<file path="config.mk">
export PLATFORM = sky130hd
export DESIGN_NAME = emb_level
export DESIGN_NICKNAME = d
export VERILOG_FILES = /design/src/hw/rtl/emb_pkg.sv /design/src/hw/rtl/emb_level.sv
export SDC_FILE = /design/constraint.sdc
export NUM_CORES = 1
export LEC_CHECK = 0
export ABC_AREA = 1
export ABC_CLOCK_PERIOD_IN_PS = 3700
export BUFFER_PORTS_ARGS = -buffer_cell sky130_fd_sc_hd__buf_2
export CORE_MARGIN = 3
export CORE_UTILIZATION = 45
export CTS_BUF_LIST = sky130_fd_sc_hd__clkbuf_16
export CTS_CLUSTER_DIAMETER = 100
export CTS_CLUSTER_SIZE = 16
export DETAILED_ROUTE_END_ITERATION = 8
export HOLD_SLACK_MARGIN = 0.06
export PLACE_DENSITY = 0.79
export REMOVE_ABC_BUFFERS = 1
export SLEW_MARGIN = 20
export SYNTH_ARGS = -nofsm -noshare
export SYNTH_HDL_FRONTEND = slang
export SYNTH_SLANG_ARGS = --single-unit
</file>
<file path="constraint.sdc">
create_clock -name clk -period 3.7 [get_ports clk]
set_input_delay 0.37 -clock clk [delete_from_list [all_inputs] [get_ports clk]]
set_output_delay 0.37 -clock clk [all_outputs]
set_load 0.02 [all_outputs]
</file>
<file path="src/hw/rtl/emb_pkg.sv">
`timescale 1ns / 1ps
// shared constants, types and the level-to-value table of the edge motion blur block
// no dependencies; used by every module under hw/rtl except emb_level_ram

package emb_pkg;

    // frame limits and blur scale
    localparam int MAX_WIDTH  = 512;
    localparam int MAX_HEIGHT = 512;
    localparam int TOP_LEVEL  = 31;
    localparam int MIN_SIZE   = 3;
    localparam int FULL_SCALE = 255;

    // level filter: subtract a bias once the neighbor sum exceeds it, then divide by four
    localparam int SUM_BIAS  = 3;
    localparam int SUM_SHIFT = 2;

    // widths fixed by the stream and register fields
    localparam int PIX_W      = 8;
    localparam int SIZE_W     = 10;
    localparam int BLUR_W     = 5;
    localparam int PROD_W     = 2 * PIX_W;
    localparam int OUT_DATA_W = 32;

    // widths derived from the frame limits
    localparam int COL_W      = $clog2(MAX_WIDTH);
    localparam int ROW_W      = $clog2(MAX_HEIGHT);
    localparam int COL_CNT_W  = $clog2(MAX_WIDTH + 1);
    localparam int ROW_CNT_W  = $clog2(MAX_HEIGHT + 1);
    localparam int LEVEL_W    = $clog2(TOP_LEVEL + 1);
    localparam int SUM_W      = LEVEL_W + 2;
    localparam int LUT_N      = 2**LEVEL_W;

    // one memory per row parity: {store, row without its lsb, column}
    localparam int RAM_ADDR_W = 1 + (ROW_W - 1) + COL_W;

    // configuration port
    localparam int CFG_INDEX_W = 3;
    localparam int CFG_DATA_W  = SIZE_W;

    localparam logic [CFG_INDEX_W-1:0] REG_FRAME_WIDTH    = 3'd0;
    localparam logic [CFG_INDEX_W-1:0] REG_FRAME_HEIGHT   = 3'd1;
    localparam logic [CFG_INDEX_W-1:0] REG_TINT_RED       = 3'd2;
    localparam logic [CFG_INDEX_W-1:0] REG_TINT_GREEN     = 3'd3;
    localparam logic [CFG_INDEX_W-1:0] REG_TINT_BLUE      = 3'd4;
    localparam logic [CFG_INDEX_W-1:0] REG_EDGE_THRESHOLD = 3'd5;

    localparam logic [SIZE_W-1:0] RESET_FRAME_WIDTH    = 10'd320;
    localparam logic [SIZE_W-1:0] RESET_FRAME_HEIGHT   = 10'd240;
    localparam logic [PIX_W-1:0]  RESET_TINT           = 8'd255;
    localparam logic [PIX_W-1:0]  RESET_EDGE_THRESHOLD = 8'd64;

    typedef struct packed {
        logic [SIZE_W-1:0] frame_width;
        logic [SIZE_W-1:0] frame_height;
        logic [PIX_W-1:0]  tint_red;
        logic [PIX_W-1:0]  tint_green;
        logic [PIX_W-1:0]  tint_blue;
        logic [PIX_W-1:0]  edge_threshold;
    } cfg_t;

    // per-pixel info carried from the scan stage into the level stage
    typedef struct packed {
        logic                  interior;
        logic                  frame_end;
        logic                  full;
        logic                  bank;
        logic [RAM_ADDR_W-1:0] wr_addr;
    } pix_t;

    // scan stage output: pixel info plus neighbor read addresses [bank][port]
    typedef struct packed {
        pix_t                            pix;
        logic [1:0][1:0][RAM_ADDR_W-1:0] rd_addr;
    } scan_t;

    typedef struct packed {
        logic                  en;
        logic                  bank;
        logic [RAM_ADDR_W-1:0] addr;
        logic [LEVEL_W-1:0]    data;
    } wr_t;

    typedef struct packed {
        logic [LEVEL_W-1:0] level;
        logic               interior;
        logic               frame_end;
    } lvl_t;

    typedef logic [PIX_W-1:0] shade_lut_t [LUT_N];

    // level -> gray value, worked out at elaboration
    function automatic shade_lut_t build_shade_lut();
        shade_lut_t lut;
        for (int i = 0; i < LUT_N; i++) begin
            lut[i] = PIX_W'((FULL_SCALE * i) / TOP_LEVEL);
        end
        return lut;
    endfunction

    localparam shade_lut_t SHADE_LUT = build_shade_lut();

endpackage

</file>
<file path="src/hw/rtl/emb_level.sv">
`timescale 1ns / 1ps
// level stage: holds pixel info beside the memory read data, forms the new blur level
// depends on emb_pkg

module emb_level (
    input  logic                                    clk,
    input  logic                                    load,
    input  emb_pkg::pix_t                           pix_in,
    input  logic [1:0][1:0][emb_pkg::LEVEL_W-1:0]   rd_data,
    output emb_pkg::wr_t                            wr,
    output emb_pkg::lvl_t                           lvl
);

    emb_pkg::pix_t               pix_reg;
    logic [emb_pkg::SUM_W-1:0]   sum;
    logic [emb_pkg::SUM_W-1:0]   sum_adj;
    logic [emb_pkg::LEVEL_W-1:0] level_avg;
    logic [emb_pkg::LEVEL_W-1:0] level;

    always_ff @(posedge clk)
    begin
        if (load)
        begin
            pix_reg <= pix_in;
        end
    end

    // neighbor order does not matter for the sum
    assign sum = emb_pkg::SUM_W'(rd_data[0][0]) + emb_pkg::SUM_W'(rd_data[0][1])
               + emb_pkg::SUM_W'(rd_data[1][0]) + emb_pkg::SUM_W'(rd_data[1][1]);

    assign sum_adj   = (sum > emb_pkg::SUM_W'(emb_pkg::SUM_BIAS))
                     ? sum - emb_pkg::SUM_W'(emb_pkg::SUM_BIAS) : sum;
    assign level_avg = emb_pkg::LEVEL_W'(sum_adj >> emb_pkg::SUM_SHIFT);

    always_comb
    begin
        if (!pix_reg.interior)
            level = '0;
        else if (pix_reg.full)
            level = emb_pkg::LEVEL_W'(emb_pkg::TOP_LEVEL);
        else
            level = level_avg;
    end

    assign wr.en   = pix_reg.interior;
    assign wr.bank = pix_reg.bank;
    assign wr.addr = pix_reg.wr_addr;
    assign wr.data = level;

    assign lvl.level     = level;
    assign lvl.interior  = pix_reg.interior;
    assign lvl.frame_end = pix_reg.frame_end;

endmodule

</file>
==> run_results.csv <==
group,metric,value,unit
finish,layout-drive-gt1-share,0.4585,
timing,setup_slack,0.2228,ns
synthesis,synth_top_area_share,0.4331,
setup_path,worst_setup_path_end_kind,"output pin",
setup_path,worst-path-max-fanout,4,
global_routing,track_usage,0.1300,
pwr,power_density,553.6,nW/um2
clocking,cts.sinks,22,
floorplan,core,3153,um2
synthesis,synth_async_sr_flop_share,0,
setup_path,crit_type,"input pin to output pin",
synthesis,synthTopCellsByArea,"edfxtp_1 (43%), buf_4 (13%), fa_1 (13%)",
clocking,clockBufferDepth,2,
clocking,cts.clk_slew.worst_paths,0.06,ns
floorplan,die_h,64.22,um
setup_path,cp-start-kind,"input pin",
synthesis,yosys-top-cells-count,"inv_1 (34), buf_4 (27), nand2_1 (26), edfxtp_1 (22), fa_1 (10)",
synthesis,synthFlopType,"edfxtp_1",
synthesis,synth_edf_count,22,
setup_path,required,3.33,ns
detailed_routing,antenna_left,0,
timing,drv_slew,0,
detailed_routing,wl_met2,1178,um
timing,setup_tns,0,ns
timing,fmax,0.2876,GHz
synthesis,avgSynthCellArea,9.969,um2
synthesis,syn_area,1525,um2
synthesis,synth_xor_area_frac,0,
finish,syn2layout_area_growth,23.87,%
synthesis,synth.largest_area_cell,"edfxtp_1",
floorplan,fp.dieArea,4124,um2
clocking,htreeDepth,1,
synthesis,yosysMostFrequentCell,"inv_1",
place,placed_area,1753,um2
hold_path,holdPathEnd,"wr[14]$_DFFE_PP_",
synthesis,synth-seq-area-share,0.4331,
place,place_congestion,0.7995,
timing,rsz0062_at_grt,"false",
place,dp_hpwl,2165,um
hold_path,hold_class,"input pin to flip-flop",
finish,multiInputGateArea,546.8,um2
floorplan,ios,76,
detailed_routing,post_drt_wl_per_cell,9.759,um
clocking,postCtsSetupRepairBufs,0,
pwr,p_leak,0.0009921,uW
synthesis,synth-adder-area-share,0.1805,
synthesis,yosys_register_bits,22,
synthesis,synthMuxAreaShare,0,
detailed_routing,vias_per_cell,4.406,
synthesis,ys_warn_count,0,
detailed_routing,wl,2430,um
clocking,cts_hold_buf,0,
clocking,cts_tree,"yes",
timing,finalCriticalPeriod,3.477,ns
detailed_routing,drt_iter0_drc,47,
clocking,ctsRootBufferMaster,"clkbuf_16",
pwr,irDropWorstVdd,0.4212,mV
clocking,cts_buffers,3,
finish,ff_latch_area,660.6,um2
detailed_routing,highest_layer,"met4",
global_routing,grt_pass1_wl,4291,um
floorplan,rows,20,
hold_path,min_from,"pix_in[9]",
synthesis,synthCells,153,
global_routing,grt_max_degree,23,
hold_path,hold_path_depth,1,
timing,relSlewSlack,0.7043,
finish,fin_nets,266,
status,status,"finished, final reports clean",
timing,post-route-period-util,0.9398,
place,port-buffer-count,75,
synthesis,synth-compound-area-share,0.02953,
global_routing,grt_pass1_vias,1105,
synthesis,yosys.area_share.simple,0.1378,
timing,tightest_slew,0.4435,ns
job,cap_violations,0,
floorplan,die_x,64.22,um
detailed_routing,wl_met1,938,um
global_routing,grt-ovfl-total,0,
finish,fillCellCount,278,
detailed_routing,vias,1097,
floorplan,initial_utilization,0.4837,
timing,final-setup-viol-count,0,
finish,num_antenna_cells,0,
detailed_routing,drt_pass1_iterations,4,
timing,hold_violations,0,
synthesis,ys_types,17,
finish,largest_register_ffs,19,
detailed_routing,drc,0,
finish,design_area,1889,um2
place,dpl_worst_slack,0.1939,ns
global_routing,antenna_found_initial,0,
synthesis,synth_top_family_by_area,"buffers and inverters",
timing,holdWs,0.2935,ns
setup_path,arrival,3.11,ns
detailed_routing,routed-wl-met3,301,um
worst max-delay path, stage by stage:
cell and delay, ns:
buf_2 0.07, inv_1 0.04, fa_1 0.56, fa_1 0.41
inv_1 0.07, ha_2 0.18, inv_1 0.05, fa_2 0.53
nand2_1 0.12, nor2_4 0.14, nand3_2 0.11, nor2_2 0.09
nand2_1 0.06, a21oi_2 0.15, buf_4 0.16
power by group:
group	switching [uW]	internal (uW)
Clock	76.3	214
Combinational	281	173
Sequential	5.25	297
layout by cell type, fill, tap and decap left out, drive strengths merged:
| master | n |
|---|---|
| buf | 75 |
| inv | 35 |
| nand2 | 30 |
| edfxtp | 22 |
| fa | 10 |
| a21oi | 8 |
| nor2 | 7 |
| ha | 6 |
| nand3 | 6 |
| clkbuf | 3 |
| nand4 | 1 |
| o21ai | 1 |
| bufinv | 1 |
per-stage QoR:
step           total power [uW]    util  instances
3_5_place_dp              739.8  0.5560        245
5_1_grt                    1130  0.5992        249
4_1_cts                    1033  0.5893        249
3_3_place_gp              731.0  0.5560        245
2_1_floorplan             625.1       -        126
6_report                   1046  0.5992        249
metal layers:
layer	vias to the layer above	global-route usage
li1	546	-
met1	496	0.1440
met2	53	0.2284
met3	2	0.06151
met4	0	0.02375
met5	-	0
logic make-up (layout without fill, tap and decap cells):
family | count (synthesis) | count (layout)
adders and majority gates | 16 | 16
AOI/OAI and AO/OA | 9 | 9
buffers and inverters | 62 | 114
and+or+nand+nor | 44 | 44
DFF | 22 | 22
repair_timing:
| item | 4_1_cts | 5_1_grt |
|---|---|---|
| gates resized for setup | 0 | 12 |
| hold endpoints to repair | 0 | 0 |
| endpoints found under the setup margin | 0 | 8 |
final cells by class:
type | instances | area share
Tap cell | 44 | 0.02914
Inverter | 35 | 0.06954
Timing Repair Buffer | 75 | 0.2066
Sequential cell | 22 | 0.3497
Clock buffer | 3 | 0.03974
Clock inverter | 1 | 0.01589
Multi-Input combinational cell | 69 | 0.2894
worst max-delay path by stage:
stage | end | slack (ns) | depth (start not counted) | start
final | lvl[5] | 0.22 | 15 | rd_data[1]
after global placement | wr[1] | 0.24 | 18 | rd_data[1]
after global routing | lvl[4] | 0.02 | 15 | rd_data[1]
after floorplan | lvl[5] | 0.09 | 13 | rd_data[1]
after CTS | lvl[4] | 0.19 | 15 | rd_data[1]
after detailed placement | lvl[4] | 0.19 | 15 | rd_data[1]
No activity file was read; power rests on OpenSTA's default activity.
