`src/hw/rtl/emb_pkg.sv`:
```
`timescale 1ns / 1ps
// shared constants, types and the level-to-value table of the edge motion blur block
// no dependencies; used by every module under hw/rtl except emb_level_ram

package emb_pkg;

    // frame limits and blur scale
    localparam int MAX_WIDTH  = 512;
    localparam int MAX_HEIGHT = 512;
    localparam int TOP_LEVEL  = 31;
    localparam int MIN_SIZE   = 3;
    localparam int FULL_SCALE = 255;

    // level filter: subtract a bias once the neighbor sum exceeds it, then divide by four
    localparam int SUM_BIAS  = 3;
    localparam int SUM_SHIFT = 2;

    // widths fixed by the stream and register fields
    localparam int PIX_W      = 8;
    localparam int SIZE_W     = 10;
    localparam int BLUR_W     = 5;
    localparam int PROD_W     = 2 * PIX_W;
    localparam int OUT_DATA_W = 32;

    // widths derived from the frame limits
    localparam int COL_W      = $clog2(MAX_WIDTH);
    localparam int ROW_W      = $clog2(MAX_HEIGHT);
    localparam int COL_CNT_W  = $clog2(MAX_WIDTH + 1);
    localparam int ROW_CNT_W  = $clog2(MAX_HEIGHT + 1);
    localparam int LEVEL_W    = $clog2(TOP_LEVEL + 1);
    localparam int SUM_W      = LEVEL_W + 2;
    localparam int LUT_N      = 2**LEVEL_W;

    // one memory per row parity: {store, row without its lsb, column}
    localparam int RAM_ADDR_W = 1 + (ROW_W - 1) + COL_W;

    // configuration port
    localparam int CFG_INDEX_W = 3;
    localparam int CFG_DATA_W  = SIZE_W;

    localparam logic [CFG_INDEX_W-1:0] REG_FRAME_WIDTH    = 3'd0;
    localparam logic [CFG_INDEX_W-1:0] REG_FRAME_HEIGHT   = 3'd1;
    localparam logic [CFG_INDEX_W-1:0] REG_TINT_RED       = 3'd2;
    localparam logic [CFG_INDEX_W-1:0] REG_TINT_GREEN     = 3'd3;
    localparam logic [CFG_INDEX_W-1:0] REG_TINT_BLUE      = 3'd4;
    localparam logic [CFG_INDEX_W-1:0] REG_EDGE_THRESHOLD = 3'd5;

    localparam logic [SIZE_W-1:0] RESET_FRAME_WIDTH    = 10'd320;
    localparam logic [SIZE_W-1:0] RESET_FRAME_HEIGHT   = 10'd240;
    localparam logic [PIX_W-1:0]  RESET_TINT           = 8'd255;
    localparam logic [PIX_W-1:0]  RESET_EDGE_THRESHOLD = 8'd64;

    typedef struct packed {
        logic [SIZE_W-1:0] frame_width;
        logic [SIZE_W-1:0] frame_height;
        logic [PIX_W-1:0]  tint_red;
        logic [PIX_W-1:0]  tint_green;
        logic [PIX_W-1:0]  tint_blue;
        logic [PIX_W-1:0]  edge_threshold;
    } cfg_t;

    // per-pixel info carried from the scan stage into the level stage
    typedef struct packed {
        logic                  interior;
        logic                  frame_end;
        logic                  full;
        logic                  bank;
        logic [RAM_ADDR_W-1:0] wr_addr;
    } pix_t;

    // scan stage output: pixel info plus neighbor read addresses [bank][port]
    typedef struct packed {
        pix_t                            pix;
        logic [1:0][1:0][RAM_ADDR_W-1:0] rd_addr;
    } scan_t;

    typedef struct packed {
        logic                  en;
        logic                  bank;
        logic [RAM_ADDR_W-1:0] addr;
        logic [LEVEL_W-1:0]    data;
    } wr_t;

    typedef struct packed {
        logic [LEVEL_W-1:0] level;
        logic               interior;
        logic               frame_end;
    } lvl_t;

    typedef logic [PIX_W-1:0] shade_lut_t [LUT_N];

    // level -> gray value, worked out at elaboration
    function automatic shade_lut_t build_shade_lut();
        shade_lut_t lut;
        for (int i = 0; i < LUT_N; i++) begin
            lut[i] = PIX_W'((FULL_SCALE * i) / TOP_LEVEL);
        end
        return lut;
    endfunction

    localparam shade_lut_t SHADE_LUT = build_shade_lut();

endpackage

```
`src/hw/rtl/emb_shade.sv`:
```
`timescale 1ns / 1ps
// colour stages: level to gray value by table, tint multiply, output register
// depends on emb_pkg

module emb_shade (
    input  logic                        clk,
    input  logic                        load2,
    input  logic                        load3,
    input  logic                        load4,
    input  emb_pkg::cfg_t               cfg,
    input  emb_pkg::lvl_t               lvl_in,
    output logic [emb_pkg::PIX_W-1:0]   red,
    output logic [emb_pkg::PIX_W-1:0]   green,
    output logic [emb_pkg::PIX_W-1:0]   blue,
    output logic [emb_pkg::LEVEL_W-1:0] level,
    output logic                        written,
    output logic                        frame_end
);

    emb_pkg::lvl_t               s2_reg;
    emb_pkg::lvl_t               s3_reg;
    logic [emb_pkg::PIX_W-1:0]   value_reg;
    logic [emb_pkg::PROD_W-1:0]  prod_red;
    logic [emb_pkg::PROD_W-1:0]  prod_green;
    logic [emb_pkg::PROD_W-1:0]  prod_blue;
    logic [emb_pkg::PIX_W-1:0]   red_reg;
    logic [emb_pkg::PIX_W-1:0]   green_reg;
    logic [emb_pkg::PIX_W-1:0]   blue_reg;
    logic [emb_pkg::LEVEL_W-1:0] level_reg;
    logic                        written_reg;
    logic                        frame_end_reg;

    always_ff @(posedge clk)
    begin
        if (load2)
        begin
            s2_reg <= lvl_in;
        end
    end

    always_ff @(posedge clk)
    begin
        if (load3)
        begin
            s3_reg    <= s2_reg;
            value_reg <= emb_pkg::SHADE_LUT[s2_reg.level];
        end
    end

    assign prod_red   = emb_pkg::PROD_W'(value_reg) * emb_pkg::PROD_W'(cfg.tint_red);
    assign prod_green = emb_pkg::PROD_W'(value_reg) * emb_pkg::PROD_W'(cfg.tint_green);
    assign prod_blue  = emb_pkg::PROD_W'(value_reg) * emb_pkg::PROD_W'(cfg.tint_blue);

    always_ff @(posedge clk)
    begin
        if (load4)
        begin
            red_reg       <= prod_red[emb_pkg::PROD_W-1:emb_pkg::PIX_W];
            green_reg     <= prod_green[emb_pkg::PROD_W-1:emb_pkg::PIX_W];
            blue_reg      <= prod_blue[emb_pkg::PROD_W-1:emb_pkg::PIX_W];
            level_reg     <= s3_reg.level;
            written_reg   <= s3_reg.interior;
            frame_end_reg <= s3_reg.frame_end;
        end
    end

    assign red       = red_reg;
    assign green     = green_reg;
    assign blue      = blue_reg;
    assign level     = level_reg;
    assign written   = written_reg;
    assign frame_end = frame_end_reg;

endmodule

```
`config.mk`:
```
export PLATFORM = sky130hd
export DESIGN_NAME = emb_shade
export DESIGN_NICKNAME = d
export VERILOG_FILES = /design/src/hw/rtl/emb_pkg.sv /design/src/hw/rtl/emb_shade.sv
export SDC_FILE = /design/constraint.sdc
export NUM_CORES = 1
export LEC_CHECK = 0
export BUFFER_PORTS_ARGS = -buffer_cell sky130_fd_sc_hd__buf_4
export CORE_ASPECT_RATIO = 1.1
export CORE_MARGIN = 1
export CORE_UTILIZATION = 55
export CTS_CLUSTER_DIAMETER = 50
export CTS_CLUSTER_SIZE = 10
export DETAILED_ROUTE_END_ITERATION = 8
export HOLD_SLACK_MARGIN = 0.12
export PLACE_DENSITY = 0.8
export RECOVER_POWER = 50
export SLEW_MARGIN = 0
export SYNTH_ARGS = -nofsm -noshare
export SYNTH_HDL_FRONTEND = slang
export SYNTH_SLANG_ARGS = --single-unit
```
`constraint.sdc`:
```
create_clock -name clk -period 5.3 [get_ports clk]
set_input_delay 1.06 -clock clk [delete_from_list [all_inputs] [get_ports clk]]
set_output_delay 1.06 -clock clk [all_outputs]
set_load 0.1 [all_outputs]
```
==> flow_metrics.py, run 1 <==
metrics = {
    "timing": {
        "maxSlewViolCount": 32,
        "slew_headroom_pct": -27.9,
        "worst_clock_skew_ps": 8.31,
        "period_minus_slack_ps": 5190,
        "setup_tns_ps": 0,
        "fmax_mhz": 193,
        "setup_viol_count_final": 0,
        "fin_crit_sh_pct": 97.9,
        "report.final.hold_viol_count": 0,
        "worst_slew_pin_slew_ps": 1920,
    },
    "power_and_ir_drop": {
        "p_leak_nw": 4.13,
        "powerDensity_nw_per_um2": 443,
        "peakVddDrop_v": 0.000379,
    },
    "critical_path": {
        "crit_chain": "buf_4 -> and2_1 -> fa_1 -> inv_1 -> fa_1 -> fa_1 -> fa_1 -> inv_2 -> ha_4 -> buf_4 -> a22o_1 -> a31o_4 -> o41a_4 -> a221o_1 -> xnor2_1",
        "cpPeakStageDelay_ps": 550,
        "end_kind": "register",
        "worstPathArrival_ps": 5250,
        "crit_slowest_cell": "fa_1",
        "path_class": "input pin to register",
        "cp_top_family": "adder cells",
        "cp-start-kind": "input pin",
        "critPathMaxFanout": 7,
        "path_buf_inv": 4,
        "cpMostUsedCell": "fa_1",
        "crit_required_ps": 5360,
    },
    "clock_tree": {
        "clock_path_buffers": 2,
        "cts_buffers": 5,
        "post_cts_resized": 0,
        "clock_latency_ps": 310,
        "ctsHtreeMaxLevel": 2,
        "cts_root_buf": "clkbuf_16",
        "cts.sinks": 48,
        "cts_hold_buf": 0,
        "cts_tree": "built",
        "cts.clk_slew.worst_paths_ps": 80,
        "post_cts_buffers": 0,
    },
    "yosys": {
        "syn_avg_cell_area_um2": 10.2,
        "ys_seq_elements": 48,
        "yosys.area_share.adder_pct": 46.2,
        "synth-compound-area-share_pct": 5.70,
        "async_flop_share_pct": 0,
        "netlist_instances": 709,
        "synth_top_family_by_area": "adder cells",
        "seq_area_frac_synth_pct": 20.0,
        "syn_nets": 976,
        "synth_largest_area_cell": "fa_1",
        "yosys.cell_types.count": 46,
        "synth_edf_count": 48,
        "synthFlopType": "edfxtp_1",
        "synthXorXnorAreaFrac_pct": 2.42,
        "yosys.area_share.simple_pct": 18.6,
        "yosysTopAreaCellShare_pct": 29.1,
        "synth_area_leaders": "fa_1, edfxtp_1, ha_1",
        "synth.area.mux_share_pct": 0,
        "netlist_area_um2": 7220,
        "yosysWarningCount": 0,
    },
    "floorplanning": {
        "rows": 43,
        "die_w_um": 111,
        "core_area_um2": 12700,
        "die_area_um2": 13600,
        "start_util_pct": 56.9,
        "top_level_ports": 94,
        "die_h_um": 122,
    },
    "cells_and_area": {
        "regArea_um2": 1440,
        "fillers": 975,
        "insertedDiodeCount": 0,
        "final_cell_mix": "and2_1, inv_1, fa_1, ha_1, buf_4",
        "areaGrowthSynthToFinish_pct": 14.7,
        "layout_commonest_cell": "and2_1",
        "nets": 1062,
        "final_area_um2": 8280,
        "layout-drive-gt1-share_pct": 13.6,
        "multi_input_area_um2": 5310,
    },
    "place": {
        "place_area_um2": 8090,
        "gp_congestion": 0.864,
        "place_hpwl_mm": 11.7,
        "port_buffers": 65,
    },
    "drt": {
        "drc": 8,
        "ant_nets": 0,
        "wl_per_cell_um": 15.7,
        "drt-pass1-iter-count": 6,
        "drt_iter0_drc": 237,
        "drt_wl_total_mm": 15.0,
        "vias": 5212,
        "routed_via_density": 5.47,
    },
    "global_route": {
        "grt_pass1_vias": 5617,
        "grtUsageTotal_pct": 23.4,
        "grt_max_degree": 32,
        "antenna_found_initial": 0,
        "grt_pass1_wl_mm": 25.2,
        "grt_remaining_overflow": 0,
    },
    "status": {
        "status": "finished with violations",
        "violations": "design-rule violations, max-capacitance violations, max-slew violations",
    },
    "flow_run": {
        "cap_violations": 1,
    },
    "hold_path": {
        "hold_class": "register to register",
    },
}
area by class of cell:
class	count	area share (%)
multi-input cells	524	64.1
flip-flops and latches	48	17.4
repair buffers	96	8.58
inverters	120	5.44
well taps	157	2.37
clock buffers	5	1.51
clock inverters	3	0.574
per-stage QoR:
stage / utilization, % / hold slack [ps] / worst slack [ps] / instances / power [W]
finish: 65.2 / 441 / 112 / 953 / 0.00367
global route: 65.2 / 446 / -5.66 / 953 / 0.00395
CTS: 65.1 / 439 / 68.7 / 953 / 0.00361
detailed placement: 63.7 / 405 / -216 / 945 / 0.00319
global placement: 63.7 / 408 / -118 / 945 / 0.00309
floorplan: - / 400 / 88.3 / 709 / 0.00260
Yosys cell counts, drive strengths merged (7+ instances only):
cell    number
ha          99
o21ai       11
a21oi       16
xor2         7
clkbuf      17
nor3         7
inv        120
edfxtp      48
xnor2       13
and2       149
nand2       50
fa         105
nor2        19
layer usage:
metal | track usage (%) | up-vias | wire [um]
met5 | 0 | - | 0
met2 | 44.3 | 114 | 8010
met3 | 3.13 | 26 | 564
met4 | 6.93 | 0 | 204
li1 | - | 2433 | -
met1 | 27.7 | 2639 | 6220
worst reg2reg max path, delay by kind of cell, from the launching register on:
family | cells | cell delay (ps)
buf+inv | 2 | 190
xor+xnor | 1 | 130
compound gates | 4 | 1220
simple gates | 1 | 160
fa+ha+maj | 5 | 2320
flops | 1 | 740
power by group:
part	internal, W	switching, W
logic	0.000977	0.00166
clock network	0.000225	0.000161
registers	0.000603	0.0000432
kinds of logic after synthesis:
| family | count (synthesis) |
|---|---|
| simple gates | 242 |
| fa+ha+maj | 204 |
| buf+inv | 137 |
| compound gates | 58 |
| flops | 48 |
| xor+xnor | 20 |
final timing paths:
path | end | startpoint | slack (ps) | cells past startpoint
max reg2reg | green[7]$_DFFE_PP_ | value_reg[2]$_SDFFCE_PN0P_ | 290 | 13
min | s3_reg[0]$_DFFE_PP_ | s2_reg[0]$_DFFE_PP_ | 440 | 0
max | green[7]$_DFFE_PP_ | cfg[19] | 110 | 15
min reg2reg | s3_reg[0]$_DFFE_PP_ | s2_reg[0]$_DFFE_PP_ | 440 | 0
No activity file was read; power rests on OpenSTA's default activity.
==> run 2: changes to the inputs <==
ABC_CLOCK_PERIOD_IN_PS = 5300   (was not set)
CTS_CLUSTER_DIAMETER = not set   (was 50)
REMOVE_ABC_BUFFERS = 1   (was not set)
==> flow_metrics.py, run 2 (synthesis results as in run 1) <==
metrics = {
    "timing": {
        "fmax_mhz": 194,
        "period_minus_slack_ps": 5150,
        "worst_slew_pin_slew_ps": 1860,
        "fin_crit_sh_pct": 97.1,
        "worst_clock_skew_ps": 10.5,
        "setup_viol_count_final": 0,
        "slew_headroom_pct": -24.1,
        "holdWs_ps": 421,
        "maxSlewViolCount": 32,
        "rsz0062_at_grt": "false",
        "report.final.hold_viol_count": 0,
    },
    "cells_and_area": {
        "insertedDiodeCount": 0,
        "areaGrowthSynthToFinish_pct": 13.6,
        "final_area_um2": 8210,
        "layout_commonest_cell": "and2_1",
        "nets": 1056,
        "final_cell_mix": "and2_1, inv_1, fa_1, ha_1, buf_4",
        "layout-drive-gt1-share_pct": 12.3,
    },
    "global_route": {
        "grt_pass1_wl_mm": 26.5,
        "grtUsageTotal_pct": 24.4,
        "grt_remaining_overflow": 0,
        "grt_pass1_vias": 5852,
        "grt_max_degree": 32,
        "antenna_found_initial": 0,
    },
    "place": {
        "place_area_um2": 8030,
        "gp_congestion": 0.790,
        "port_buffers": 65,
        "place_hpwl_mm": 11.7,
    },
    "drt": {
        "drt-pass1-iter-count": 7,
        "drc": 8,
        "wl_per_cell_um": 15.6,
        "routed_via_density": 5.53,
        "ant_nets": 0,
        "drt_wl_total_mm": 14.7,
        "vias": 5233,
        "drt_iter0_drc": 349,
    },
    "power_and_ir_drop": {
        "peakVddDrop_v": 0.000259,
        "p_leak_nw": 4.10,
        "powerDensity_nw_per_um2": 443,
    },
    "critical_path": {
        "path_class": "input pin to register",
        "end_kind": "register",
        "critPathMaxFanout": 8,
        "cp-start-kind": "input pin",
        "crit_chain": "buf_4 -> and2_1 -> fa_1 -> inv_1 -> fa_1 -> inv_1 -> fa_1 -> fa_1 -> ha_1 -> and2_0 -> a22o_1 -> a31o_2 -> o41a_4 -> a221o_1 -> xnor2_1",
        "crit_slowest_cell": "fa_1",
        "cpMostUsedCell": "fa_1",
        "worstPathArrival_ps": 5190,
        "path_buf_inv": 3,
        "crit_required_ps": 5350,
        "cp_top_family": "adder cells",
        "cpPeakStageDelay_ps": 530,
    },
    "floorplanning": {
        "top_level_ports": 94,
        "rows": 43,
        "core_area_um2": 12700,
        "die_h_um": 122,
        "start_util_pct": 56.9,
        "die_area_um2": 13600,
        "die_w_um": 111,
    },
    "clock_tree": {
        "clock_path_buffers": 2,
        "cts_tree": "built",
        "cts_root_buf": "clkbuf_16",
        "clock_latency_ps": 300,
        "ctsHtreeMaxLevel": 2,
        "cts_buffers": 5,
        "cts.clk_slew.worst_paths_ps": 70,
        "cts_hold_buf": 0,
        "cts.sinks": 48,
    },
    "status": {
        "violations": "design-rule violations, max-capacitance violations, max-slew violations",
        "status": "finished with violations",
    },
    "flow_run": {
        "cap_violations": 1,
    },
    "hold_path": {
        "hold_class": "register to register",
    },
}
## run 2: changes by cell type in the layout (fill, tap and decap cells not counted), moves of 2 or more
cell	change
buf_4	-5
and2_4	-2
clkinv_4	-2
ha_1	+2
ha_4	-2
## run 2: repair_timing
action                     CTS  global route
resized for setup            0             1
setup endpoints to repair    0             3
setup buffers                0             0
## run 2: cell type report
type | count | area, um2
fillers | 987 | 4490
multi-input cells | 524 | 5280
clock inverters | 3 | 68.8
repair buffers | 90 | 653
flip-flops and latches | 48 | 1440
well taps | 157 | 196
inverters | 120 | 450
clock buffers | 5 | 125
## run 2: through the flow
stage / utilization, % / total power, W / std cells / setup TNS (ps) / setup WS (ps)
2_1_floorplan: - / 0.00259 / 692 / 0 / 88.3
3_3_place_gp: 63.3 / 0.00309 / 939 / -240 / -138
3_5_place_dp: 63.3 / 0.00319 / 939 / -693 / -185
4_1_cts: 64.8 / 0.00365 / 947 / 0 / 120
5_1_grt: 64.7 / 0.00394 / 947 / 0 / 20.5
6_report: 64.7 / 0.00364 / 947 / 0 / 153
## run 2: power breakdown
group | switching, W | internal, W
combinational | 0.00164 | 0.000923
sequential | 0.0000438 | 0.000604
clock | 0.000152 | 0.000272
total | 0.00184 | 0.00180
## run 2: layer usage
metal / up-vias / GRT usage, % / share of wire (%)
met5: - / 0 / 0
met4: 0 / 10.3 / 3.4
met3: 43 / 2.79 / 4.3
met2: 156 / 43.5 / 51
met1: 2615 / 30.4 / 42
li1: 2419 / - / -
## run 2: path summary, 6_finish.rpt
check                                    startpoint                  end  slack (ps)  cells after the start
worst max-delay path                        cfg[18]   green[7]$_DFFE_PP_         150                     15
worst min-delay path            s2_reg[0]$_DFFE_PP_  s3_reg[0]$_DFFE_PP_         420                      0
worst max register to register  s3_reg[3]$_DFFE_PP_     red[6]$_DFFE_PP_         240                     14
worst min register to register  s2_reg[0]$_DFFE_PP_  s3_reg[0]$_DFFE_PP_         420                      0
