### config.mk
export PLATFORM = sky130hd
export DESIGN_NAME = emb_scan
export DESIGN_NICKNAME = d
export VERILOG_FILES = /design/src/hw/rtl/emb_pkg.sv /design/src/hw/rtl/emb_scan.sv
export SDC_FILE = /design/constraint.sdc
export NUM_CORES = 1
export LEC_CHECK = 0
export ABC_AREA = 1
export BUFFER_PORTS_ARGS = -buffer_cell sky130_fd_sc_hd__buf_4
export CAP_MARGIN = 20
export CORE_MARGIN = 4
export CORE_UTILIZATION = 45
export CTS_CLUSTER_SIZE = 14
export DETAILED_ROUTE_END_ITERATION = 8
export PLACE_DENSITY = 0.9
export SLEW_MARGIN = 20
export SYNTH_ARGS = -nofsm -noshare
export SYNTH_HDL_FRONTEND = slang
export SYNTH_SLANG_ARGS = --single-unit
### constraint.sdc
create_clock -name clk -period 8.3 [get_ports clk]
set_input_delay 1.66 -clock clk [delete_from_list [all_inputs] [get_ports clk]]
set_output_delay 1.66 -clock clk [all_outputs]
set_load 0.01 [all_outputs]
### src/hw/rtl/emb_pkg.sv
`timescale 1ns / 1ps
// shared constants, types and the level-to-value table of the edge motion blur block
// no dependencies; used by every module under hw/rtl except emb_level_ram

package emb_pkg;

    // frame limits and blur scale
    localparam int MAX_WIDTH  = 512;
    localparam int MAX_HEIGHT = 512;
    localparam int TOP_LEVEL  = 31;
    localparam int MIN_SIZE   = 3;
    localparam int FULL_SCALE = 255;

    // level filter: subtract a bias once the neighbor sum exceeds it, then divide by four
    localparam int SUM_BIAS  = 3;
    localparam int SUM_SHIFT = 2;

    // widths fixed by the stream and register fields
    localparam int PIX_W      = 8;
    localparam int SIZE_W     = 10;
    localparam int BLUR_W     = 5;
    localparam int PROD_W     = 2 * PIX_W;
    localparam int OUT_DATA_W = 32;

    // widths derived from the frame limits
    localparam int COL_W      = $clog2(MAX_WIDTH);
    localparam int ROW_W      = $clog2(MAX_HEIGHT);
    localparam int COL_CNT_W  = $clog2(MAX_WIDTH + 1);
    localparam int ROW_CNT_W  = $clog2(MAX_HEIGHT + 1);
    localparam int LEVEL_W    = $clog2(TOP_LEVEL + 1);
    localparam int SUM_W      = LEVEL_W + 2;
    localparam int LUT_N      = 2**LEVEL_W;

    // one memory per row parity: {store, row without its lsb, column}
    localparam int RAM_ADDR_W = 1 + (ROW_W - 1) + COL_W;

    // configuration port
    localparam int CFG_INDEX_W = 3;
    localparam int CFG_DATA_W  = SIZE_W;

    localparam logic [CFG_INDEX_W-1:0] REG_FRAME_WIDTH    = 3'd0;
    localparam logic [CFG_INDEX_W-1:0] REG_FRAME_HEIGHT   = 3'd1;
    localparam logic [CFG_INDEX_W-1:0] REG_TINT_RED       = 3'd2;
    localparam logic [CFG_INDEX_W-1:0] REG_TINT_GREEN     = 3'd3;
    localparam logic [CFG_INDEX_W-1:0] REG_TINT_BLUE      = 3'd4;
    localparam logic [CFG_INDEX_W-1:0] REG_EDGE_THRESHOLD = 3'd5;

    localparam logic [SIZE_W-1:0] RESET_FRAME_WIDTH    = 10'd320;
    localparam logic [SIZE_W-1:0] RESET_FRAME_HEIGHT   = 10'd240;
    localparam logic [PIX_W-1:0]  RESET_TINT           = 8'd255;
    localparam logic [PIX_W-1:0]  RESET_EDGE_THRESHOLD = 8'd64;

    typedef struct packed {
        logic [SIZE_W-1:0] frame_width;
        logic [SIZE_W-1:0] frame_height;
        logic [PIX_W-1:0]  tint_red;
        logic [PIX_W-1:0]  tint_green;
        logic [PIX_W-1:0]  tint_blue;
        logic [PIX_W-1:0]  edge_threshold;
    } cfg_t;

    // per-pixel info carried from the scan stage into the level stage
    typedef struct packed {
        logic                  interior;
        logic                  frame_end;
        logic                  full;
        logic                  bank;
        logic [RAM_ADDR_W-1:0] wr_addr;
    } pix_t;

    // scan stage output: pixel info plus neighbor read addresses [bank][port]
    typedef struct packed {
        pix_t                            pix;
        logic [1:0][1:0][RAM_ADDR_W-1:0] rd_addr;
    } scan_t;

    typedef struct packed {
        logic                  en;
        logic                  bank;
        logic [RAM_ADDR_W-1:0] addr;
        logic [LEVEL_W-1:0]    data;
    } wr_t;

    typedef struct packed {
        logic [LEVEL_W-1:0] level;
        logic               interior;
        logic               frame_end;
    } lvl_t;

    typedef logic [PIX_W-1:0] shade_lut_t [LUT_N];

    // level -> gray value, worked out at elaboration
    function automatic shade_lut_t build_shade_lut();
        shade_lut_t lut;
        for (int i = 0; i < LUT_N; i++) begin
            lut[i] = PIX_W'((FULL_SCALE * i) / TOP_LEVEL);
        end
        return lut;
    endfunction

    localparam shade_lut_t SHADE_LUT = build_shade_lut();

endpackage

### src/hw/rtl/emb_scan.sv
`timescale 1ns / 1ps
// raster scan stage: column/row counters, store select, border test, neighbor addresses
// depends on emb_pkg

module emb_scan (
    input  logic                      clk,
    input  logic                      rst_n,
    input  emb_pkg::cfg_t             cfg,
    input  logic [emb_pkg::PIX_W-1:0] edge_strength,
    input  logic                      accept,
    output emb_pkg::scan_t            scan
);

    logic [emb_pkg::COL_W-1:0]     col_reg;
    logic [emb_pkg::COL_W-1:0]     col_next;
    logic [emb_pkg::ROW_W-1:0]     row_reg;
    logic [emb_pkg::ROW_W-1:0]     row_next;
    logic                          sel_reg;
    logic                          sel_next;
    logic [emb_pkg::COL_CNT_W-1:0] width_eff;
    logic [emb_pkg::ROW_CNT_W-1:0] height_eff;
    logic [emb_pkg::COL_CNT_W-1:0] col_inc;
    logic [emb_pkg::ROW_CNT_W-1:0] row_inc;
    logic                          line_end;
    logic                          last_row;
    logic [emb_pkg::COL_W-1:0]     col_left;
    logic [emb_pkg::COL_W-1:0]     col_right;
    logic [emb_pkg::ROW_W-1:0]     row_up;
    logic [emb_pkg::ROW_W-1:0]     row_down;
    logic                          same_bank;

    // clamp frame size
    always_comb
    begin
        if (int'(cfg.frame_width) < emb_pkg::MIN_SIZE)
            width_eff = emb_pkg::COL_CNT_W'(emb_pkg::MIN_SIZE);
        else if (int'(cfg.frame_width) > emb_pkg::MAX_WIDTH)
            width_eff = emb_pkg::COL_CNT_W'(emb_pkg::MAX_WIDTH);
        else
            width_eff = emb_pkg::COL_CNT_W'(cfg.frame_width);

        if (int'(cfg.frame_height) < emb_pkg::MIN_SIZE)
            height_eff = emb_pkg::ROW_CNT_W'(emb_pkg::MIN_SIZE);
        else if (int'(cfg.frame_height) > emb_pkg::MAX_HEIGHT)
            height_eff = emb_pkg::ROW_CNT_W'(emb_pkg::MAX_HEIGHT);
        else
            height_eff = emb_pkg::ROW_CNT_W'(cfg.frame_height);
    end

    assign col_inc  = emb_pkg::COL_CNT_W'(col_reg) + emb_pkg::COL_CNT_W'(1);
    assign row_inc  = emb_pkg::ROW_CNT_W'(row_reg) + emb_pkg::ROW_CNT_W'(1);
    assign line_end = (col_inc >= width_eff);
    assign last_row = (row_inc >= height_eff);

    assign col_left  = col_reg - emb_pkg::COL_W'(1);
    assign col_right = col_reg + emb_pkg::COL_W'(1);
    assign row_up    = row_reg - emb_pkg::ROW_W'(1);
    assign row_down  = row_reg + emb_pkg::ROW_W'(1);
    assign same_bank = row_reg[0];

    always_comb
    begin
        scan = '0;
        scan.pix.interior  = (col_reg != '0) && !line_end && (row_reg != '0) && !last_row;
        scan.pix.frame_end = line_end && last_row;
        scan.pix.full      = (edge_strength > cfg.edge_threshold);
        scan.pix.bank      = same_bank;
        scan.pix.wr_addr   = {~sel_reg, row_reg[emb_pkg::ROW_W-1:1], col_reg};
        // left/right live in this row's bank, up/down in the other one
        scan.rd_addr[same_bank][0]  = {sel_reg, row_reg[emb_pkg::ROW_W-1:1], col_left};
        scan.rd_addr[same_bank][1]  = {sel_reg, row_reg[emb_pkg::ROW_W-1:1], col_right};
        scan.rd_addr[~same_bank][0] = {sel_reg, row_up[emb_pkg::ROW_W-1:1], col_reg};
        scan.rd_addr[~same_bank][1] = {sel_reg, row_down[emb_pkg::ROW_W-1:1], col_reg};
    end

    always_comb
    begin
        col_next = col_reg;
        row_next = row_reg;
        sel_next = sel_reg;
        if (accept)
        begin
            if (line_end)
            begin
                col_next = '0;
                if (last_row)
                begin
                    row_next = '0;
                    sel_next = ~sel_reg;
                end
                else
                begin
                    row_next = row_reg + emb_pkg::ROW_W'(1);
                end
            end
            else
            begin
                col_next = col_reg + emb_pkg::COL_W'(1);
            end
        end
    end

    always_ff @(posedge clk or negedge rst_n)
    begin
        if (!rst_n)
        begin
            col_reg <= '0;
            row_reg <= '0;
            sel_reg <= 1'b0;
        end
        else
        begin
            col_reg <= col_next;
            row_reg <= row_next;
            sel_reg <= sel_next;
        end
    end

endmodule

==> results.json, run 1 <==
{
  "area_growth_pct": 34.8,
  "holdPathEnd": "col_reg[8]$_DFFE_PN0P_",
  "core_sq_um": 6060,
  "reg2reg_depth": 11,
  "clk_pin_slew_ns": 0.08,
  "power_leakage_nw": 2.27,
  "drc": 0,
  "io_pins": 157,
  "reg2reg_to": "row_reg[6]$_DFFE_PN0P_",
  "h-tree-depth": 1,
  "slew_headroom_pct": 37.7,
  "power_mw": 1.29,
  "finalSetupTns_ns": 0,
  "grt_usage_pct": 22.2,
  "synth_mux_area_share_pct": 0,
  "cts_setup_buffers": 0,
  "cts_resized": 0,
  "p_per_area_nw_per_um2": 333,
  "dieArea_sq_um": 7730,
  "setup_viol": 0,
  "cp_num_buf_inv": 3,
  "critPathLaunch": "cfg[40]",
  "grt.met3_usage_pct": 4.05,
  "max_freq_mhz": 170,
  "hold_ws_ns": 0.557,
  "dp.cells": 653,
  "hold_path_class": "reg -> reg",
  "rsz0062_at_grt": "false",
  "instances_no_fill": 657,
  "cp_common_cell": "nand2_1",
  "worst_setup_path_start_kind": "primary input",
  "hold_start": "col_reg[8]$_DFFE_PN0P_",
  "vias": 3350,
  "antenna_cells": 0,
  "cp_data_arrival_time_ns": 4.23,
  "path_cells": "buf_4, nor3_1, nand3_1, o31ai_2, nand2_1, ha_1, nand2_1, inv_1, nand2_1, nand2_1, nand2_1, nand3_1, nor3_1, buf_4",
  "grt_pass1_wl_mm": 14.1,
  "die_x_microns": 87.9,
  "fp-row-count": 28,
  "synth_compound_area_share_pct": 12.4,
  "clock_skew_ns": 0.00558,
  "syn_nets": 568,
  "setup.worst_path.class": "in -> out",
  "clockRootBuffer": "clkbuf_8",
  "clk-insertion-delay-late_ns": 0.26,
  "peakVddDrop_v": 0.000284,
  "synth-xor-area-share_pct": 7.53,
  "ys_warn_count": 0,
  "synth_top_family_by_area": "simple AND/OR/NAND/NOR gates",
  "final_common_cell": "nand2_1",
  "first_global_vias": 3238,
  "grt-busiest-layer": "met2",
  "ant_nets": 0,
  "r2r_slack_ns": 4.65,
  "drtIter0Drc": 153,
  "synth-seq-cells": 19,
  "fin_nets": 681,
  "ys_seq_area_share_pct": 16.6,
  "antenna_found_initial": 0,
  "synthAdderAreaFrac_pct": 15.2,
  "cp.required_ns": 6.64,
  "gp_congestion": 0.945,
  "tightest_slew_ns": 0.929,
  "max_cap_viol_count": 0,
  "critPathTopFamily": "simple AND/OR/NAND/NOR gates",
  "finalCritPeriodShare_pct": 71.0,
  "slew_viol_final": 0,
  "final_cell_mix": "147 x nand2_1, 133 x buf_4, 60 x inv_1, 51 x o21ai_0, 43 x nor2_1",
  "hold_viol": 0,
  "post_drt_wl_per_cell_microns": 13.1,
  "synth_area_sq_um": 2870,
  "cts_hold_buf": 0,
  "final_layout_size_suffix_gt1_share_pct": 27.5,
  "min_period_ns": 5.89,
  "rr_startpoint": "row_reg[0]$_DFFE_PN0P_",
  "port-buffer-count": 132,
  "fp.dieH_microns": 87.9,
  "crit_fanout": 13,
  "slowest_delay_ns": 0.42,
  "initial_core_util_pct": 47.4,
  "fillerInstances": 522,
  "status": "completed",
  "yosysUniqueCellTypes": 31,
  "grt_max_degree": 51,
  "cts_buffers": 3,
  "routed_wl_mm": 8.62,
  "viasPerCell": 5.10,
  "clock-sinks": 19,
  "grt.overflow.total": 0,
  "syn_avg_cell_area_sq_um": 6.11,
  "dpl.hpwl_mm": 7.12,
  "setup.worst_path.end_class": "output pin",
  "fin_util_pct": 63.9,
  "use_met2_pct": 42.0,
  "holdPathStages": 2,
  "drtPass1Iterations": 5,
  "clk_path_buf_depth": 2,
  "cp_slowest_cell": "nor3_1",
  "synth_cells": 470,
  "met1_usage_pct": 25.8,
  "synthSimpleGateAreaFrac_pct": 34.5,
  "cts_tree": "yes"
}
[worst reg2reg max path: stages (launching register included)]
cell and delay, ns:
dfrtp_1 0.33, buf_4 0.41, clkinv_1 0.88, ha_1 0.70, ha_1 0.31, nand2_1 0.07
nand2_1 0.05, nand3_1 0.06, nand3_1 0.39, nor2_1 0.25, nand2_1 0.09, nand2_1 0.07
[layout make-up]
type	instances	area, sq um	share of cell area (%)
inverter	68	255	6.59
timing repair buffer	133	998	25.8
sequential	19	475	12.3
tap	75	93.8	2.42
clock buffer	3	41.3	1.07
clock inverter	1	7.51	0.194
multi-input combinational	358	2000	51.7
[layer usage]
metal,vias up,routed length (microns)
li1,1692,-
met1,1517,3420
met2,131,4430
met3,10,680
met4,0,93
met5,-,0
[through the flow]
| stage | worst slack, ns | cell area, sq um |
|---|---|---|
| 2_1_floorplan | 3.15 | 2870 |
| 3_3_place_gp | 2.58 | 3820 |
| 3_5_place_dp | 2.47 | 3820 |
| 4_1_cts | 2.45 | 3870 |
| 5_1_grt | 2.13 | 3870 |
| 6_report | 2.41 | 3870 |
[worst max path at each step]
stage | endpoint | slack, ns | cells after the start
4_1_cts | scan[93] | 2.45 | 14
5_1_grt | scan[93] | 2.13 | 14
2_1_floorplan | scan[93] | 3.15 | 13
3_3_place_gp | scan[93] | 2.58 | 14
6_report | scan[93] | 2.41 | 14
3_5_place_dp | scan[93] | 2.47 | 14
[synthesized netlist by cell type]
| cell type | instances | area, sq um |
|---|---|---|
| buf_4 | 7 | 52.6 |
| dfrtp_1 | 19 | 475 |
| inv_1 | 60 | 225 |
| nand3_1 | 16 | 80.1 |
| clkbuf_1 | 11 | 41.3 |
| nor2_4 | 3 | 33.8 |
| a32oi_1 | 1 | 8.76 |
| buf_2 | 5 | 25.0 |
| a21boi_0 | 1 | 7.51 |
| nand2_2 | 4 | 25.0 |
| inv_2 | 6 | 22.5 |
| nor2_1 | 43 | 161 |
| xnor2_1 | 3 | 26.3 |
| o21ai_0 | 51 | 255 |
| clkinv_1 | 2 | 7.51 |
| nor3_1 | 6 | 30.0 |
| nor2_2 | 2 | 12.5 |
| nor3_2 | 2 | 20.0 |
| nand2_4 | 1 | 11.3 |
| buf_6 | 2 | 22.5 |
| nand4_1 | 6 | 37.5 |
| xor2_2 | 2 | 32.5 |
| a21oi_1 | 10 | 50.1 |
| xor2_1 | 18 | 158 |
| o31ai_2 | 1 | 12.5 |
| o21a_1 | 1 | 7.51 |
| a21o_1 | 2 | 15.0 |
| nand3_2 | 2 | 20.0 |
| ha_1 | 35 | 438 |
| nand2_1 | 147 | 552 |
| and2_1 | 1 | 6.26 |
[kinds of logic after synthesis]
logic type | after synthesis
adder cells (fa/ha/maj) | 35
AO/OA/AOI/OAI | 67
buffers and inverters | 93
flip-flops | 19
AND/OR/NAND/NOR | 233
XOR/XNOR | 23
[power breakdown]
| part | total [mW] | internal (mW) | switching (mW) |
|---|---|---|---|
| Clock | 0.0680 | 0.0339 | 0.0341 |
| Sequential | 0.178 | 0.118 | 0.0595 |
| Combinational | 1.04 | 0.461 | 0.583 |
| Total | 1.29 | 0.613 | 0.676 |
Power figures use the tool's default switching activity.
==> inputs of run 2 (changes only) <==
--- a/config.mk
+++ b/config.mk
@@ -5,14 +5,14 @@
 export SDC_FILE = /design/constraint.sdc
 export NUM_CORES = 1
 export LEC_CHECK = 0
-export ABC_AREA = 1
+export ABC_AREA = 0
 export BUFFER_PORTS_ARGS = -buffer_cell sky130_fd_sc_hd__buf_4
 export CAP_MARGIN = 20
 export CORE_MARGIN = 4
-export CORE_UTILIZATION = 45
+export CORE_UTILIZATION = 42
 export CTS_CLUSTER_SIZE = 14
 export DETAILED_ROUTE_END_ITERATION = 8
-export PLACE_DENSITY = 0.9
+export PLACE_DENSITY = 0.88
 export SLEW_MARGIN = 20
 export SYNTH_ARGS = -nofsm -noshare
 export SYNTH_HDL_FRONTEND = slang
==> constraint.sdc (replaced) <==
create_clock -name clk -period 5 [get_ports clk]
set_input_delay 1 -clock clk [delete_from_list [all_inputs] [get_ports clk]]
set_output_delay 1 -clock clk [all_outputs]
set_load 0.01 [all_outputs]
==> run 2 against run 1 <==
Against the previous run:
- non-clock buffer count rose by 5
- synthesized cell count shrank 18%
- sequential power up 100%
==> results.json, run 2 <==
{
  "status": "completed",
  "synth.top_cell.area_share_pct": 16.7,
  "synth-xor-area-share_pct": 18.5,
  "max_freq_mhz": 218,
  "initial_core_util_pct": 44.0,
  "cp.required_ns": 4.00,
  "dpl.hpwl_mm": 7.18,
  "pwr-share-comb_pct": 80.8,
  "h-tree-depth": 1,
  "power_leakage_nw": 1.90,
  "clk_path_buf_depth": 2,
  "hold_path_class": "in -> async",
  "synth_ff_type": "dfrtp_1",
  "min_period_ns": 4.60,
  "io_pins": 157,
  "cts_buffers": 3,
  "tightest_slew_ns": 0.861,
  "synth_compound_area_share_pct": 11.7,
  "stdcell_area_sq_um": 3830,
  "grt_pass1_wl_mm": 14.5,
  "switching_power_mw": 1.22,
  "slew_viol_final": 0,
  "drtPass1Iterations": 4,
  "gp_congestion": 0.880,
  "clk-insertion-delay-late_ns": 0.25,
  "hold_viol": 0,
  "fp.dieH_microns": 90.3,
  "clockRootBuffer": "clkbuf_8",
  "syn_nets": 485,
  "port-buffer-count": 132,
  "grt_usage_pct": 21.0,
  "worst_slack_ns": 0.405,
  "ys_seq_area_share_pct": 16.7,
  "crit_fanout": 4,
  "final_layout_size_suffix_gt1_share_pct": 31.4,
  "setup.worst_path.end_class": "output pin",
  "antenna_found_initial": 0,
  "clock_skew_ns": 0.00483,
  "p_per_area_nw_per_um2": 638,
  "seq_power_share_pct": 14.8,
  "cts_tree": "yes",
  "synth_cells": 387,
  "synth_commonest_cells": "66 x nand2_1, 51 x xnor2_1, 35 x ha_1",
  "fillerInstances": 576,
  "synth_mux_area_share_pct": 1.50,
  "finalCritPeriodShare_pct": 91.9,
  "synth_most_common_cell": "nand2_1",
  "synthSimpleGateAreaFrac_pct": 25.8,
  "clk_pin_slew_ns": 0.08,
  "sw_frac_of_total_pct": 49.7,
  "synth_area_sq_um": 2840,
  "synth_area_leader_cell": "dfrtp_1",
  "cts_setup_buffers": 0,
  "clock-sinks": 19,
  "worst_setup_path_start_kind": "primary input",
  "final_cell_mix": "138 x buf_4, 66 x nand2_1, 51 x xnor2_1, 35 x ha_1, 23 x inv_1",
  "die_x_microns": 90.3,
  "yosys-top-cells-area": "dfrtp_1 17%, xnor2_1 16%, ha_1 15%",
  "place_ws_ns": 0.388,
  "drc": 0,
  "power_mw": 2.45,
  "first_global_vias": 3018,
  "peakVddDrop_v": 0.000363,
  "routed_wl_mm": 8.87,
  "yosysUniqueCellTypes": 48,
  "core_sq_um": 6460,
  "p_int_mw": 1.23,
  "seqCellArea_sq_um": 475,
  "cp_data_arrival_time_ns": 3.60,
  "antenna_cells": 0,
  "grt_max_degree": 36,
  "area_growth_pct": 34.8,
  "syn_avg_cell_area_sq_um": 7.35,
  "rsz0062_at_grt": "false",
  "synth-seq-cells": 19,
  "post_drt_wl_per_cell_microns": 15.5,
  "p_clk_share_pct": 4.4,
  "dieArea_sq_um": 8150,
  "ant_nets": 0,
  "ys_warn_count": 0,
  "finalSetupTns_ns": 0,
  "dp.cells": 567,
  "multi_input_area_sq_um": 2070,
  "max_cap_viol_count": 0,
  "final_common_cell": "buf_4",
  "slew_headroom_pct": 42.2,
  "vias": 3002,
  "dpl-instance-area_sq_um": 3790,
  "fp-row-count": 29,
  "grt.overflow.total": 0,
  "fin_nets": 593,
  "setup.worst_path.class": "in -> out",
  "drtIter0Drc": 106,
  "synth_top_family_by_area": "simple AND/OR/NAND/NOR gates",
  "setup_viol": 0,
  "async_flop_share_pct": 100,
  "synth_edf_count": 0,
  "cts_hold_buf": 0,
  "synthAdderAreaFrac_pct": 15.4,
  "instances_no_fill": 571,
  "viasPerCell": 5.26,
  "cts_resized": 0
}
run 2: cell types whose count changed in the layout (fill, tap and decap cells not counted), sizes merged, moves of 3 or more:
cell / previous run / this run
nand2: 152 / 66
xnor2: 3 / 51
inv: 66 / 24
o21ai: 51 / 18
nor2: 48 / 24
xor2: 20 / 9
nor4: 0 / 6
o22ai: 0 / 6
and3: 0 / 5
buf: 133 / 138
nand2b: 0 / 5
a21oi: 10 / 14
clkinv: 2 / 5
or4: 0 / 3
run 2: power by group through the flow:
stage / logic [mW] / registers [mW] / clock network [mW]
after floorplan: 1.18 / 0.297 / 0
after global placement: 1.95 / 0.360 / 0
after detailed placement: 1.98 / 0.363 / 0
after CTS: 1.99 / 0.360 / 0.112
after global routing: 2.14 / 0.379 / 0.120
final: 1.98 / 0.361 / 0.108
run 2: worst max-delay path, stage by stage:
cell	delay, ns
buf_4	0.12
or4_1	0.52
nor4_1	0.32
nor2_1	0.07
nor2_1	0.10
ha_1	0.23
nand2b_1	0.14
a211oi_1	0.24
o2bb2ai_1	0.12
a21oi_1	0.34
o2111a_1	0.26
buf_4	0.12
run 2: per-layer routing:
metal	GRT usage (%)	wire length [microns]	share of wire [%]
met4	4.08	54	0.61
met2	38.8	4600	52
met1	25.1	3550	40
met3	4.33	672	7.6
met5	0	0	0
run 2: area by class of cell:
| class | instances | share of cell area (%) |
|---|---|---|
| Multi-Input combinational cell | 304 | 54.0 |
| Sequential cell | 19 | 12.4 |
| Tap cell | 77 | 2.51 |
| Timing Repair Buffer | 138 | 27.0 |
| Inverter | 29 | 2.84 |
| Clock buffer | 4 | 1.18 |
run 2: cell families after synthesis:
logic type / count (synthesis)
simple gates: 151
buf+inv: 64
xor+xnor: 60
compound gates: 54
fa+ha+maj: 35
flops: 19
mux: 4
run 2: worst paths after layout:
check                                         end  cells past startpoint                   start  slack, ns
max                                      scan[93]                     12                 cfg[35]       0.40
min                        row_reg[3]$_DFFE_PN0P_                      1                   rst_n       0.61
max reg2reg                   sel_reg$_DFFE_PN0P_                     12  col_reg[0]$_DFFE_PN0P_       1.50
min reg2reg                   sel_reg$_DFFE_PN0P_                      2     sel_reg$_DFFE_PN0P_       0.64
max in group asynchronous  col_reg[8]$_DFFE_PN0P_                      1                   rst_n       4.17
min in group clk              sel_reg$_DFFE_PN0P_                      2     sel_reg$_DFFE_PN0P_       0.64
run 2: per-stage QoR:
step	hold slack (ns)	util, %
2_1_floorplan	0.567	-
3_3_place_gp	0.642	58.6
3_5_place_dp	0.644	58.6
4_1_cts	0.616	59.3
5_1_grt	0.630	59.3
6_report	0.612	59.3
